--- src/rtl/multicolour_sprite_dither_pack_unit_defines.svh ---
// Assertion macros for the sprite dither packer.
// Included by the top level; relies on clk and rst in the including scope.
`ifndef MULTICOLOUR_SPRITE_DITHER_PACK_UNIT_DEFINES_SVH
`define MULTICOLOUR_SPRITE_DITHER_PACK_UNIT_DEFINES_SVH

// Same-cycle implication, quiet during reset.
`define MSDP_ASSERT_NOW(label, ante, cons, msg) \
  label: assert property (@(posedge clk) disable iff (rst) (ante) |-> (cons)) \
    else $error(msg);

// Next-cycle implication, quiet during reset.
`define MSDP_ASSERT_NEXT(label, ante, cons, msg) \
  label: assert property (@(posedge clk) disable iff (rst) (ante) |=> (cons)) \
    else $error(msg);

`endif

--- src/rtl/msdp_pkg.sv ---
// Shared types, constants and helpers for the sprite dither packer.
// No dependencies.
`default_nettype none

package msdp_pkg;

  localparam int IMG_WIDTH         = 24;
  localparam int IMG_HEIGHT        = 42;
  localparam int SPRITE_LINES      = 21;
  localparam int GROUPS_PER_SPRITE = 3;
  localparam int BAND_COUNT        = 8;
  localparam int THR_W             = 12;   // offset + 8*step tops out at 2295
  localparam int SUM_W             = 10;   // r+g+b tops out at 765
  localparam int PROD_W            = 19;   // 765*683 fits in 19 bits
  localparam int DIV3_SHIFT        = 11;
  localparam logic [SUM_W-1:0] DIV3_RECIP = 10'd683;  // ceil(2048/3)

  localparam int CFG_ADDR_W = 3;
  localparam int CFG_DATA_W = 32;

  typedef enum logic {
    REG_GREY_OFFSET = 1'b0,
    REG_BAND_STEP   = 1'b1
  } reg_index_t;

  localparam logic [7:0] GREY_OFFSET_RESET = 8'd0;
  localparam logic [7:0] BAND_STEP_RESET   = 8'd25;

  localparam logic [2:0] BLACK_LEVEL = 3'd4;

  typedef struct packed {
    logic [7:0] red;
    logic [7:0] green;
    logic [7:0] blue;
    logic [4:0] column;
    logic [5:0] line;
  } pixel_t;

  typedef struct packed {
    logic [7:0] colour_byte;
    logic [7:0] outline_byte;
    logic [1:0] sprite_number;
    logic [5:0] byte_index;
  } result_t;

  // Grey value with its position, handed from the grey stage to the pack stage.
  typedef struct packed {
    logic [7:0] grey;
    logic [4:0] column;
    logic [5:0] line;
  } grey_item_t;

  typedef logic [BAND_COUNT-1:0][THR_W-1:0] thr_array_t;

  // Load and advance strobes for the pipeline registers.
  typedef struct packed {
    logic s1_load;
    logic s2_load;
    logic s2_fire;
    logic out_load;
  } stage_ctl_t;

  // Level 0..4 from band count k (0..8); 4 is black. Odd bands dither:
  // matching parity takes the darker neighbor.
  function automatic logic [2:0] level_of(input logic [3:0] k, input logic same_parity);
    logic [2:0] half;
    half = k[3:1];
    if (k[0] && !same_parity) begin
      level_of = 3'd3 - half;
    end else begin
      level_of = 3'd4 - half;
    end
  endfunction

endpackage

`default_nettype wire

--- src/rtl/msdp_cfg.sv ---
// Configuration registers and band threshold table for the sprite dither packer.
// Depends on msdp_pkg.
`default_nettype none

module msdp_cfg (
  input  wire logic                            clk,
  input  wire logic                            rst,
  input  wire logic                            psel,
  input  wire logic                            penable,
  input  wire logic                            pwrite,
  input  wire logic [msdp_pkg::CFG_ADDR_W-1:0] paddr,
  input  wire logic [msdp_pkg::CFG_DATA_W-1:0] pwdata,
  output logic      [msdp_pkg::CFG_DATA_W-1:0] prdata,
  output logic                                 pready,
  output msdp_pkg::thr_array_t                 thr
);
  import msdp_pkg::*;

  logic [7:0] grey_offset;
  logic [7:0] band_step;
  reg_index_t index;
  logic       wr_en;

  assign pready = 1'b1;
  assign index  = reg_index_t'(paddr[2]);
  assign wr_en  = psel && penable && pwrite;

  always_ff @(posedge clk) begin
    if (rst) begin
      grey_offset <= GREY_OFFSET_RESET;
      band_step   <= BAND_STEP_RESET;
    end else if (wr_en) begin
      case (index)
        REG_GREY_OFFSET: grey_offset <= pwdata[7:0];
        REG_BAND_STEP:   band_step   <= pwdata[7:0];
        default: ;
      endcase
    end
  end

  always_comb begin
    case (index)
      REG_GREY_OFFSET: prdata = {{(CFG_DATA_W-8){1'b0}}, grey_offset};
      REG_BAND_STEP:   prdata = {{(CFG_DATA_W-8){1'b0}}, band_step};
      default:         prdata = '0;
    endcase
  end

  // Registered full-precision thresholds offset + step*(i+1).
  always_ff @(posedge clk) begin
    for (int i = 0; i < BAND_COUNT; i++) begin
      thr[i] <= THR_W'(grey_offset) + THR_W'(band_step) * THR_W'(i + 1);
    end
  end

endmodule

`default_nettype wire

--- src/rtl/msdp_grey.sv ---
// Input register and grey conversion (divide-by-3 via reciprocal multiply).
// Depends on msdp_pkg.
`default_nettype none

module msdp_grey (
  input  wire logic                 clk,
  input  wire msdp_pkg::stage_ctl_t ctl,
  input  wire msdp_pkg::pixel_t     pixel,
  output msdp_pkg::grey_item_t      item
);
  import msdp_pkg::*;

  pixel_t            s1_pix;
  logic [SUM_W-1:0]  sum;
  logic [PROD_W-1:0] prod;

  always_ff @(posedge clk) begin
    if (ctl.s1_load) begin
      s1_pix <= pixel;
    end
  end

  assign sum  = SUM_W'(s1_pix.red) + SUM_W'(s1_pix.green) + SUM_W'(s1_pix.blue);
  // Widen both operands first so the product keeps all of its bits.
  assign prod = PROD_W'(sum) * PROD_W'(DIV3_RECIP);

  assign item.grey   = prod[DIV3_SHIFT +: 8];
  assign item.column = s1_pix.column;
  assign item.line   = s1_pix.line;

endmodule

`default_nettype wire

--- src/rtl/msdp_pack.sv ---
// Band classification, checkerboard dither, group accumulation and result register.
// Depends on msdp_pkg.
`default_nettype none

module msdp_pack (
  input  wire logic                 clk,
  input  wire logic                 rst,
  input  wire msdp_pkg::stage_ctl_t ctl,
  input  wire msdp_pkg::grey_item_t item,
  input  wire msdp_pkg::thr_array_t thr,
  output logic                      emit,
  output msdp_pkg::result_t         result
);
  import msdp_pkg::*;

  grey_item_t s2;
  logic [7:0] colour_accum;
  logic [7:0] outline_accum;
  logic [7:0] colour_next;
  logic [7:0] outline_next;
  logic [7:0] colour_base;
  logic [7:0] outline_base;
  logic [7:0] field_mask;
  logic [2:0] shift;
  logic [1:0] pos;
  logic       in_range;
  logic       run;
  logic [3:0] k;
  logic [2:0] level;
  logic       black;
  logic [2:0] group;
  logic       right_half;
  logic       lower_half;
  logic [4:0] row_mod;
  logic [1:0] group_mod;
  result_t    res_next;

  always_ff @(posedge clk) begin
    if (ctl.s2_load) begin
      s2 <= item;
    end
  end

  assign in_range = (s2.column < 5'(IMG_WIDTH)) && (s2.line < 6'(IMG_HEIGHT));
  assign pos      = s2.column[1:0];
  assign emit     = in_range && (pos == 2'd3);

  // Count thresholds reached, stopping at the first miss.
  always_comb begin
    run = 1'b1;
    k   = '0;
    for (int i = 0; i < BAND_COUNT; i++) begin
      run = run && ({4'b0, s2.grey} >= thr[i]);
      if (run) begin
        k = 4'(i + 1);
      end
    end
  end

  assign level = level_of(k, s2.column[0] == s2.line[0]);
  assign black = (level == BLACK_LEVEL);

  assign shift        = {~pos, 1'b0};
  assign field_mask   = 8'b11 << shift;
  assign colour_base  = (pos == 2'd0) ? 8'd0 : colour_accum;
  assign outline_base = (pos == 2'd0) ? 8'd0 : outline_accum;

  assign colour_next  = (colour_base & ~field_mask)
                      | (black ? 8'd0 : ({6'd0, level[1:0]} << shift));
  assign outline_next = black ? (outline_base | field_mask) : outline_base;

  always_ff @(posedge clk) begin
    if (rst) begin
      colour_accum  <= '0;
      outline_accum <= '0;
    end else if (ctl.s2_fire && in_range) begin
      colour_accum  <= colour_next;
      outline_accum <= outline_next;
    end
  end

  assign group      = s2.column[4:2];
  assign right_half = (group >= 3'(GROUPS_PER_SPRITE));
  assign lower_half = (s2.line >= 6'(SPRITE_LINES));
  assign row_mod    = lower_half ? 5'(s2.line - 6'(SPRITE_LINES)) : s2.line[4:0];
  assign group_mod  = right_half ? 2'(group - 3'(GROUPS_PER_SPRITE)) : group[1:0];

  assign res_next.colour_byte   = colour_next;
  assign res_next.outline_byte  = outline_next;
  assign res_next.sprite_number = {lower_half, right_half};
  assign res_next.byte_index    = {row_mod, 1'b0} + {1'b0, row_mod} + {4'd0, group_mod};

  always_ff @(posedge clk) begin
    if (ctl.out_load) begin
      result <= res_next;
    end
  end

endmodule

`default_nettype wire

--- src/rtl/multicolour_sprite_dither_pack_unit.sv ---
// Sprite dither packer top level: pipeline control, config port and assertions.
// Depends on msdp_pkg, msdp_cfg, msdp_grey, msdp_pack and the defines header.
`default_nettype none

// Takes one RGB pixel per cycle of a 24x42 image unless stalled, reduces it to
// grey, places it in one of nine bands set by grey_offset and band_step (odd
// bands dither on a 2x2 checkerboard) and packs four pixels into a colour byte
// and an outline byte. The fourth pixel of each group produces one result beat
// carrying both bytes, the sprite number and the byte index inside that 63-byte
// sprite; other pixels produce none, and pixels outside the image are dropped
// without touching the group state. Sustained rate is one pixel per clock while
// result_stall is low; the path is three registers deep (input register, grey
// register, result register). The result register and the grey register
// decouple the two sides, so pixels that produce no result keep flowing while a
// finished result waits to be taken. Threshold values are registered from
// grey_offset and band_step and follow each register write.
// Register map (APB, 32-bit): 0x0 grey_offset, 0x4 band_step.

module multicolour_sprite_dither_pack_unit (
  input  wire logic                            clk,
  input  wire logic                            rst,
  input  wire logic                            pixel_valid,
  output logic                                 pixel_stall,
  input  wire msdp_pkg::pixel_t                pixel,
  output logic                                 result_valid,
  input  wire logic                            result_stall,
  output msdp_pkg::result_t                    result,
  input  wire logic                            psel,
  input  wire logic                            penable,
  input  wire logic                            pwrite,
  input  wire logic [msdp_pkg::CFG_ADDR_W-1:0] paddr,
  input  wire logic [msdp_pkg::CFG_DATA_W-1:0] pwdata,
  output logic      [msdp_pkg::CFG_DATA_W-1:0] prdata,
  output logic                                 pready
);
  import msdp_pkg::*;

  `include "multicolour_sprite_dither_pack_unit_defines.svh"

  thr_array_t thr;
  grey_item_t grey_item;
  stage_ctl_t ctl;

  logic s1_valid;
  logic s2_valid;
  logic s2_emit;
  logic out_free;
  logic s2_free;
  logic s1_free;

  // Config registers and threshold table.
  msdp_cfg u_cfg (
    .clk     (clk),
    .rst     (rst),
    .psel    (psel),
    .penable (penable),
    .pwrite  (pwrite),
    .paddr   (paddr),
    .pwdata  (pwdata),
    .prdata  (prdata),
    .pready  (pready),
    .thr     (thr)
  );

  // Stage 1: input register, grey conversion.
  msdp_grey u_grey (
    .clk   (clk),
    .ctl   (ctl),
    .pixel (pixel),
    .item  (grey_item)
  );

  // Stage 2: classify, dither, accumulate; result register.
  msdp_pack u_pack (
    .clk    (clk),
    .rst    (rst),
    .ctl    (ctl),
    .item   (grey_item),
    .thr    (thr),
    .emit   (s2_emit),
    .result (result)
  );

  // Result register frees up when empty or when its beat is taken.
  assign out_free = !result_valid || !result_stall;
  // Stage 2 retires unless it must emit and the result register is blocked.
  assign ctl.s2_fire  = s2_valid && (!s2_emit || out_free);
  assign ctl.out_load = ctl.s2_fire && s2_emit;
  assign s2_free      = !s2_valid || ctl.s2_fire;
  // Advance stage 1 into stage 2 whenever stage 2 has room.
  assign ctl.s2_load  = s1_valid && s2_free;
  assign s1_free      = !s1_valid || ctl.s2_load;
  // Accept a new pixel whenever stage 1 has room.
  assign pixel_stall  = !s1_free;
  assign ctl.s1_load  = pixel_valid && s1_free;

  always_ff @(posedge clk) begin
    if (rst) begin
      s1_valid     <= 1'b0;
      s2_valid     <= 1'b0;
      result_valid <= 1'b0;
    end else begin
      if (ctl.s1_load) begin
        s1_valid <= 1'b1;
      end else if (ctl.s2_load) begin
        s1_valid <= 1'b0;
      end

      if (ctl.s2_load) begin
        s2_valid <= 1'b1;
      end else if (ctl.s2_fire) begin
        s2_valid <= 1'b0;
      end

      if (ctl.out_load) begin
        result_valid <= 1'b1;
      end else if (!result_stall) begin
        result_valid <= 1'b0;
      end
    end
  end

  // Input backs up only when both pipeline stages hold an item.
  `MSDP_ASSERT_NOW(a_stall_full, pixel_stall, s1_valid && s2_valid, "input stalled with room in pipe")
  // A new result comes only from a stage 2 item.
  `MSDP_ASSERT_NOW(a_rise_src, $rose(result_valid), $past(s2_valid), "result without a stage 2 item")
  // A group end with a free result register lands in the result register.
  `MSDP_ASSERT_NEXT(a_emit_load, s2_valid && s2_emit && out_free, result_valid, "emitted group lost")
  // Byte index stays inside the 63-byte sprite.
  `MSDP_ASSERT_NOW(a_index_range, result_valid, result.byte_index <= 6'd62, "byte index out of sprite")

endmodule

`default_nettype wire
--- config.mk ---
export PLATFORM = sky130hd
export DESIGN_NAME = multicolour_sprite_dither_pack_unit
export DESIGN_NICKNAME = d
export VERILOG_FILES = /design/src/rtl/msdp_pkg.sv /design/src/rtl/msdp_cfg.sv /design/src/rtl/msdp_grey.sv /design/src/rtl/msdp_pack.sv /design/src/rtl/multicolour_sprite_dither_pack_unit.sv
export VERILOG_INCLUDE_DIRS = /design/src /design/src/rtl
export SDC_FILE = /design/constraint.sdc
export NUM_CORES = 1
export LEC_CHECK = 0
export BUFFER_PORTS_ARGS = -buffer_cell sky130_fd_sc_hd__buf_2
export CAP_MARGIN = 20
export CORE_MARGIN = 2
export CORE_UTILIZATION = 60
export DETAILED_ROUTE_END_ITERATION = 12
export PLACE_DENSITY_LB_ADDON = 0.08
export SLEW_MARGIN = 15
export SYNTH_ARGS = -nofsm -noshare
export SYNTH_HDL_FRONTEND = slang
export SYNTH_SLANG_ARGS = --single-unit
--- constraint.sdc ---
create_clock -name clk -period 8.6 [get_ports clk]
set_input_delay 0.86 -clock clk [delete_from_list [all_inputs] [get_ports clk]]
set_output_delay 0.86 -clock clk [all_outputs]
set_load 0.005 [all_outputs]
Word level (Yosys, flattened, before mapping)
Cells that the tools add are included.
{"block": "classes", "n_mul": 5, "bitwise": 6, "shifts": 2, "eq_ne": 4, "addsub": 16, "n_mux": 22, "n_lt_le_gt_ge": 12, "reduce_logical": 33}
{"op": "8-bit by 12-bit >= comparator with 1-bit output", "count": 8}
{"op": "32-bit one-hot mux with 2 select lines", "count": 1}
{"op": "8-bit by 11-bit adder with 12-bit output", "count": 4}
{"op": "8-bit 2-to-1 mux", "count": 4}
{"op": "8-bit by 10-bit adder with 11-bit output", "count": 2}
{"op": "8-bit by 3-bit multiplier with 11-bit output, second input constant", "count": 2}
{"op": "8-bit by 2-bit multiplier with 10-bit output, second input constant", "count": 2}
{"op": "10-bit by 10-bit multiplier with 19-bit output, second input constant", "count": 1}
{"op": "8-bit by 8-bit adder with 9-bit output", "count": 2}
{"op": "1-bit logical AND", "count": 17}
{"op": "8-bit bitwise OR", "count": 2}
{"op": "3-bit 2-to-1 mux", "count": 5}
{"op": "10-bit by 8-bit adder with 10-bit output", "count": 1}
{"op": "8-bit by 9-bit adder with 10-bit output", "count": 1}
{"op": "8-bit bitwise AND", "count": 1}
{"op": "8-bit NOT", "count": 1}
{"op": "2-bit by 3-bit left shift with 8-bit output", "count": 1}
{"op": "2-bit by 3-bit left shift with 8-bit output, first input constant", "count": 1}
{"op": "1-bit logical NOT", "count": 7}
{"op": "1-bit 2-to-1 mux", "count": 7}
{"op": "6-bit by 2-bit adder with 6-bit output", "count": 1}
{"op": "6-bit by 5-bit adder with 6-bit output", "count": 1}
{"op": "6-bit by 5-bit >= comparator with 1-bit output, second input constant", "count": 1}
{"op": "6-bit < comparator, second input constant", "count": 1}
{"op": "other kinds (19)", "count": 26}
{"block": "totals", "ff_bits": 209, "output_inout_bits": 59, "word_cells": 127}

Depth between registers and ports, before layout
{"block": "depth", "depth_word": 14, "mapped_depth": 29, "depth_no_buf": 29}

Hierarchy
Synthesis repeated with hierarchy kept, for this count alone.
{"block": "unflattened", "hier_cells": 1348, "area_unflattened_um2": 13832.0}
{"mod": "msdp_cfg", "cells_each": 628, "area_each_um2": 6073.3, "n_inst": 1}
{"mod": "msdp_pack", "cells_each": 435, "area_each_um2": 4294.1, "n_inst": 1}
{"mod": "msdp_grey", "cells_each": 268, "area_each_um2": 3319.4, "n_inst": 1}
{"mod": "multicolour_sprite_dither_pack_unit", "cells_each": 17, "area_each_um2": 145.1, "n_inst": 1}

Worst setup path before layout
No wires, ideal clock.
{"block": "synth_timing", "kind": "reg2reg", "from": "reg u_grey.s1_pix[19] (netlist name)", "to": "reg u_pack.s2[17] (netlist name) (data pin)", "n_path_buf": 0, "required_time_ns": 8.342, "path_slack_ns": 1.595, "t_arrival_ns": 6.747, "period_less_slack_ns": 7.005, "setup_ns": 0.258, "stages_incl_launch_ff": 30, "cell_sequence": "edfxtp_1 > ha_1 > fa_1 > a21o_1 > a21oi_1 > o21bai_1 > a21oi_1 > xnor2_1 > ha_1 > a2111o_1 > o221ai_1 > xnor2_1 > ha_1 > ha_1 > inv_1 > fa_1 > inv_1 > fa_1 > inv_1 > fa_1 > inv_1 > ha_1 > o21ai_1 > a211oi_1 > a211o_1 > o41ai_2 > o21ai_1 > or2_2 > a21oi_1 > xnor2_1"}
{"item": "start, declared", "line_no": "msdp_grey.sv:13", "source": "pixel_t s1_pix;"}
{"item": "start signal, assigned", "line_no": "msdp_grey.sv:19", "source": "s1_pix <= pixel;"}
{"item": "end signal, assigned", "line_no": "msdp_pack.sv:40", "source": "s2 <= item;"}
{"item": "end, declared", "line_no": "msdp_pack.sv:16", "source": "grey_item_t s2;"}

==> qor.csv <==
stage;metric;value;unit
floorplan;dieArea;23000;um2
critical_path;required;8.79;ns
clock_network;postCtsHoldBufs;0;
cells_and_area;postLayoutCellArea;14400;um2
sta;tightest_slew;0.748;ns
floorplan;start_util;60.6;%
yosys;syn_avg_cell_area;10.4;um2
sta;fin_tns_setup;0;ns
cells_and_area;nFillCells;1744;
critical_path;max_stage_delay;0.53;ns
clock_network;clock_latency;0.44;ns
global_route;grt.met1_usage;34.8;%
yosys;synth_seq_cells;190;
sta;min_period_over_period;88.3;%
sta;max_freq;132;MHz
placed_design;hpwlAfterDp;20.5;mm
yosys;postSynth.asyncResetShare;0;%
yosys;seq_area_frac_synth;35.0;%
floorplan;design.core.area;21600;um2
cells_and_area;final_nets;1715;
cells_and_area;area_delta_synth_final;9.97;%
clock_network;root_buffer;clkbuf_16;
cells_and_area;fin_util;66.7;%
critical_path;cp-start-kind;flop;
global_route;antenna_found_initial;0;
status;outcome;finished, final reports clean;
placed_design;placed_cells;1623;
global_route;grt_max_degree;40;
global_route;use_met2;39.3;%
hold_path;hold_path_class;reg2reg;
critical_path;cp_common_cell;ha_1;
yosys;syn_area;13100;um2
clock_network;ctsResizeCount;0;
floorplan;dieHeight;152;um
drt;drc;0;
drt;vias;8880;
global_route;grt_overflow;0;
drt;vias_per_cell;5.36;
cells_and_area;drive_above_1_share;11.9;%
yosys;synth_edf_count;78;
clock_network;cts.htree.levels;4;
global_route;met3_usage;3.17;%
yosys;synth_flop_cell;dfxtp_1;
critical_path;end_kind;flop;
clock_network;cts_tree;built;
floorplan;io_pins;136;
sta;slew_headroom;50.0;%
yosys;ys_types;69;
clock_network;clk_pin_slew;0.08;ns
critical_path;crit_type;reg2reg;
sta;hold_viol_final;0;
clock_network;postCtsSetupBuffers;0;
drt;firstDrtPassIters;4;
global_route;grt_pass1_vias;8556;
global_route;grt_pass1_wl;42.6;mm
drt;wl_per_cell;16.1;um
drt;drt-initial-drc-count;484;
global_route;track_usage;24.2;%
drt;finalWirelength;26.6;mm
placed_design;portBuffers;84;
floorplan;die_x;152;um
clock_network;cts.sinks;190;
sta;clock-skew-final;0.0135;ns
clock_network;clk_path_buf_depth;2;
floorplan;rows;54;
yosys;yosysWarningCount;0;
cells_and_area;final_cells;1656;
global_route;busiest_layer;met2;
sta;setup_viol;0;
sta;timing.final.max_slew_violations;0;
sta;rsz0062_at_grt;false;
placed_design;place_area;13800;um2
critical_path;cp.arrival;7.79;ns
run;drv_cap;0;
sta;period_needed;7.60;ns
clock_network;cts_buffers;17;
critical_path;cp_max_fo;4;
placed_design;place_congestion;0.892;
drt;antenna_left;0;
critical_path;crit_slowest_cell;fa_1;
yosys;synth_cells;1261;
## final timing paths
kind	start	depth (start not counted)	endpoint	slack, ns
worst max-delay path	u_grey.s1_pix[19]$_DFFE_PP_	29	u_pack.s2[17]$_DFFE_PP_	1.00
worst min-delay path	u_grey.item[7]$_DFFE_PP_	0	u_pack.pos[1]$_DFFE_PP_	0.42
worst min register to register	u_grey.item[7]$_DFFE_PP_	0	u_pack.pos[1]$_DFFE_PP_	0.42
worst max register to register	u_grey.s1_pix[19]$_DFFE_PP_	29	u_pack.s2[17]$_DFFE_PP_	1.00
## layout make-up
type / count / area [um2] / area share, %
clock buffer: 20 / 457 / 3.17
tap: 280 / 350 / 2.43
antenna: 1 / 2.50 / 0.0174
timing repair buffer: 98 / 533 / 3.70
inverter: 179 / 672 / 4.66
clock inverter: 12 / 130 / 0.903
sequential: 190 / 4580 / 31.8
multi-input combinational: 876 / 7680 / 53.3
## state kept, by name, indices dropped and copies added (netlist names)
signal                flops
u_pack.s2                14
u_cfg.thr                77
u_cfg.band_step           8
u_cfg.grey_offset         8
s2_valid                  1
u_grey.item              11
u_pack.outline_accum      8
u_pack.pos                2
u_pack.result            24
u_pack.colour_accum       8
u_pack.group              3
s1_valid                  1
u_grey.s1_pix            24
result_valid              1
## routing by layer
| layer | wire length [um] | up-vias |
|---|---|---|
| met5 | 0 | - |
| met4 | 268 | 0 |
| met3 | 781 | 21 |
| met2 | 12500 | 146 |
| met1 | 13000 | 4220 |
| li1 | - | 4493 |
## through the flow
stage	worst slack, ns	hold slack [ns]
5_1_grt	0.546	0.424
3_3_place_gp	1.15	0.403
4_1_cts	0.959	0.418
2_1_floorplan	1.60	0.365
3_5_place_dp	0.982	0.405
6_report	1.00	0.416
## critical path, delay by kind of cell (launching register included)
family	cells	cell delay [ns]
buffers and inverters	4	0.19
DFF	1	0.40
xor gates and xnor gates	3	0.46
and+or+nand+nor	1	0.33
adders and majority gates	9	3.32
AOI/OAI and AO/OA	12	2.65
## cells in the final DEF (no fill, tap or decap), types with 10 or more instances in the layout
cell type,netlist,routed
ha_1,220,220
inv_1,179,179
dfxtp_1,112,112
a21oi_1,85,85
buf_2,0,84
nand2_1,82,82
edfxtp_1,78,78
xnor2_1,68,68
fa_1,56,56
o21ai_0,43,43
nor2_1,41,40
a21o_1,37,37
xor2_1,28,28
o21bai_1,27,27
conb_1,2,25
clkbuf_16,0,17
buf_4,27,13
nand2b_1,11,11
nor3_1,11,11
a211oi_1,10,10
nor2b_1,10,10
nand3b_1,10,10
## synthesized netlist by cell type, drive strengths merged, types with 11 or more instances
library cell	count	area, um2
nor2	41	154
clkbuf	11	41.3
nor3	11	55.1
o21ai	57	319
ha	220	2750
dfxtp	112	2240
a211oi	12	100
fa	56	1120
nand2b	11	68.8
a21oi	86	442
o21bai	27	203
buf	28	214
nand2	82	308
edfxtp	78	2340
xor2	28	245
a21o	37	278
xnor2	69	612
inv	179	672
## cells by family after synthesis
family / Yosys count / share of synthesized area (%)
AO/OA/AOI/OAI: 269 / 13.7
other: 2 / 0.0573
adder cells (fa/ha/maj): 276 / 29.6
AND/OR/NAND/NOR: 207 / 7.88
multiplexers: 2 / 0.191
buffers and inverters: 218 / 7.07
flip-flops: 190 / 35.0
XOR/XNOR: 97 / 6.54
Power is left out: the tool's default activity adds up to more than one toggle a clock period on the data nets, which glitch-free logic cannot reach.
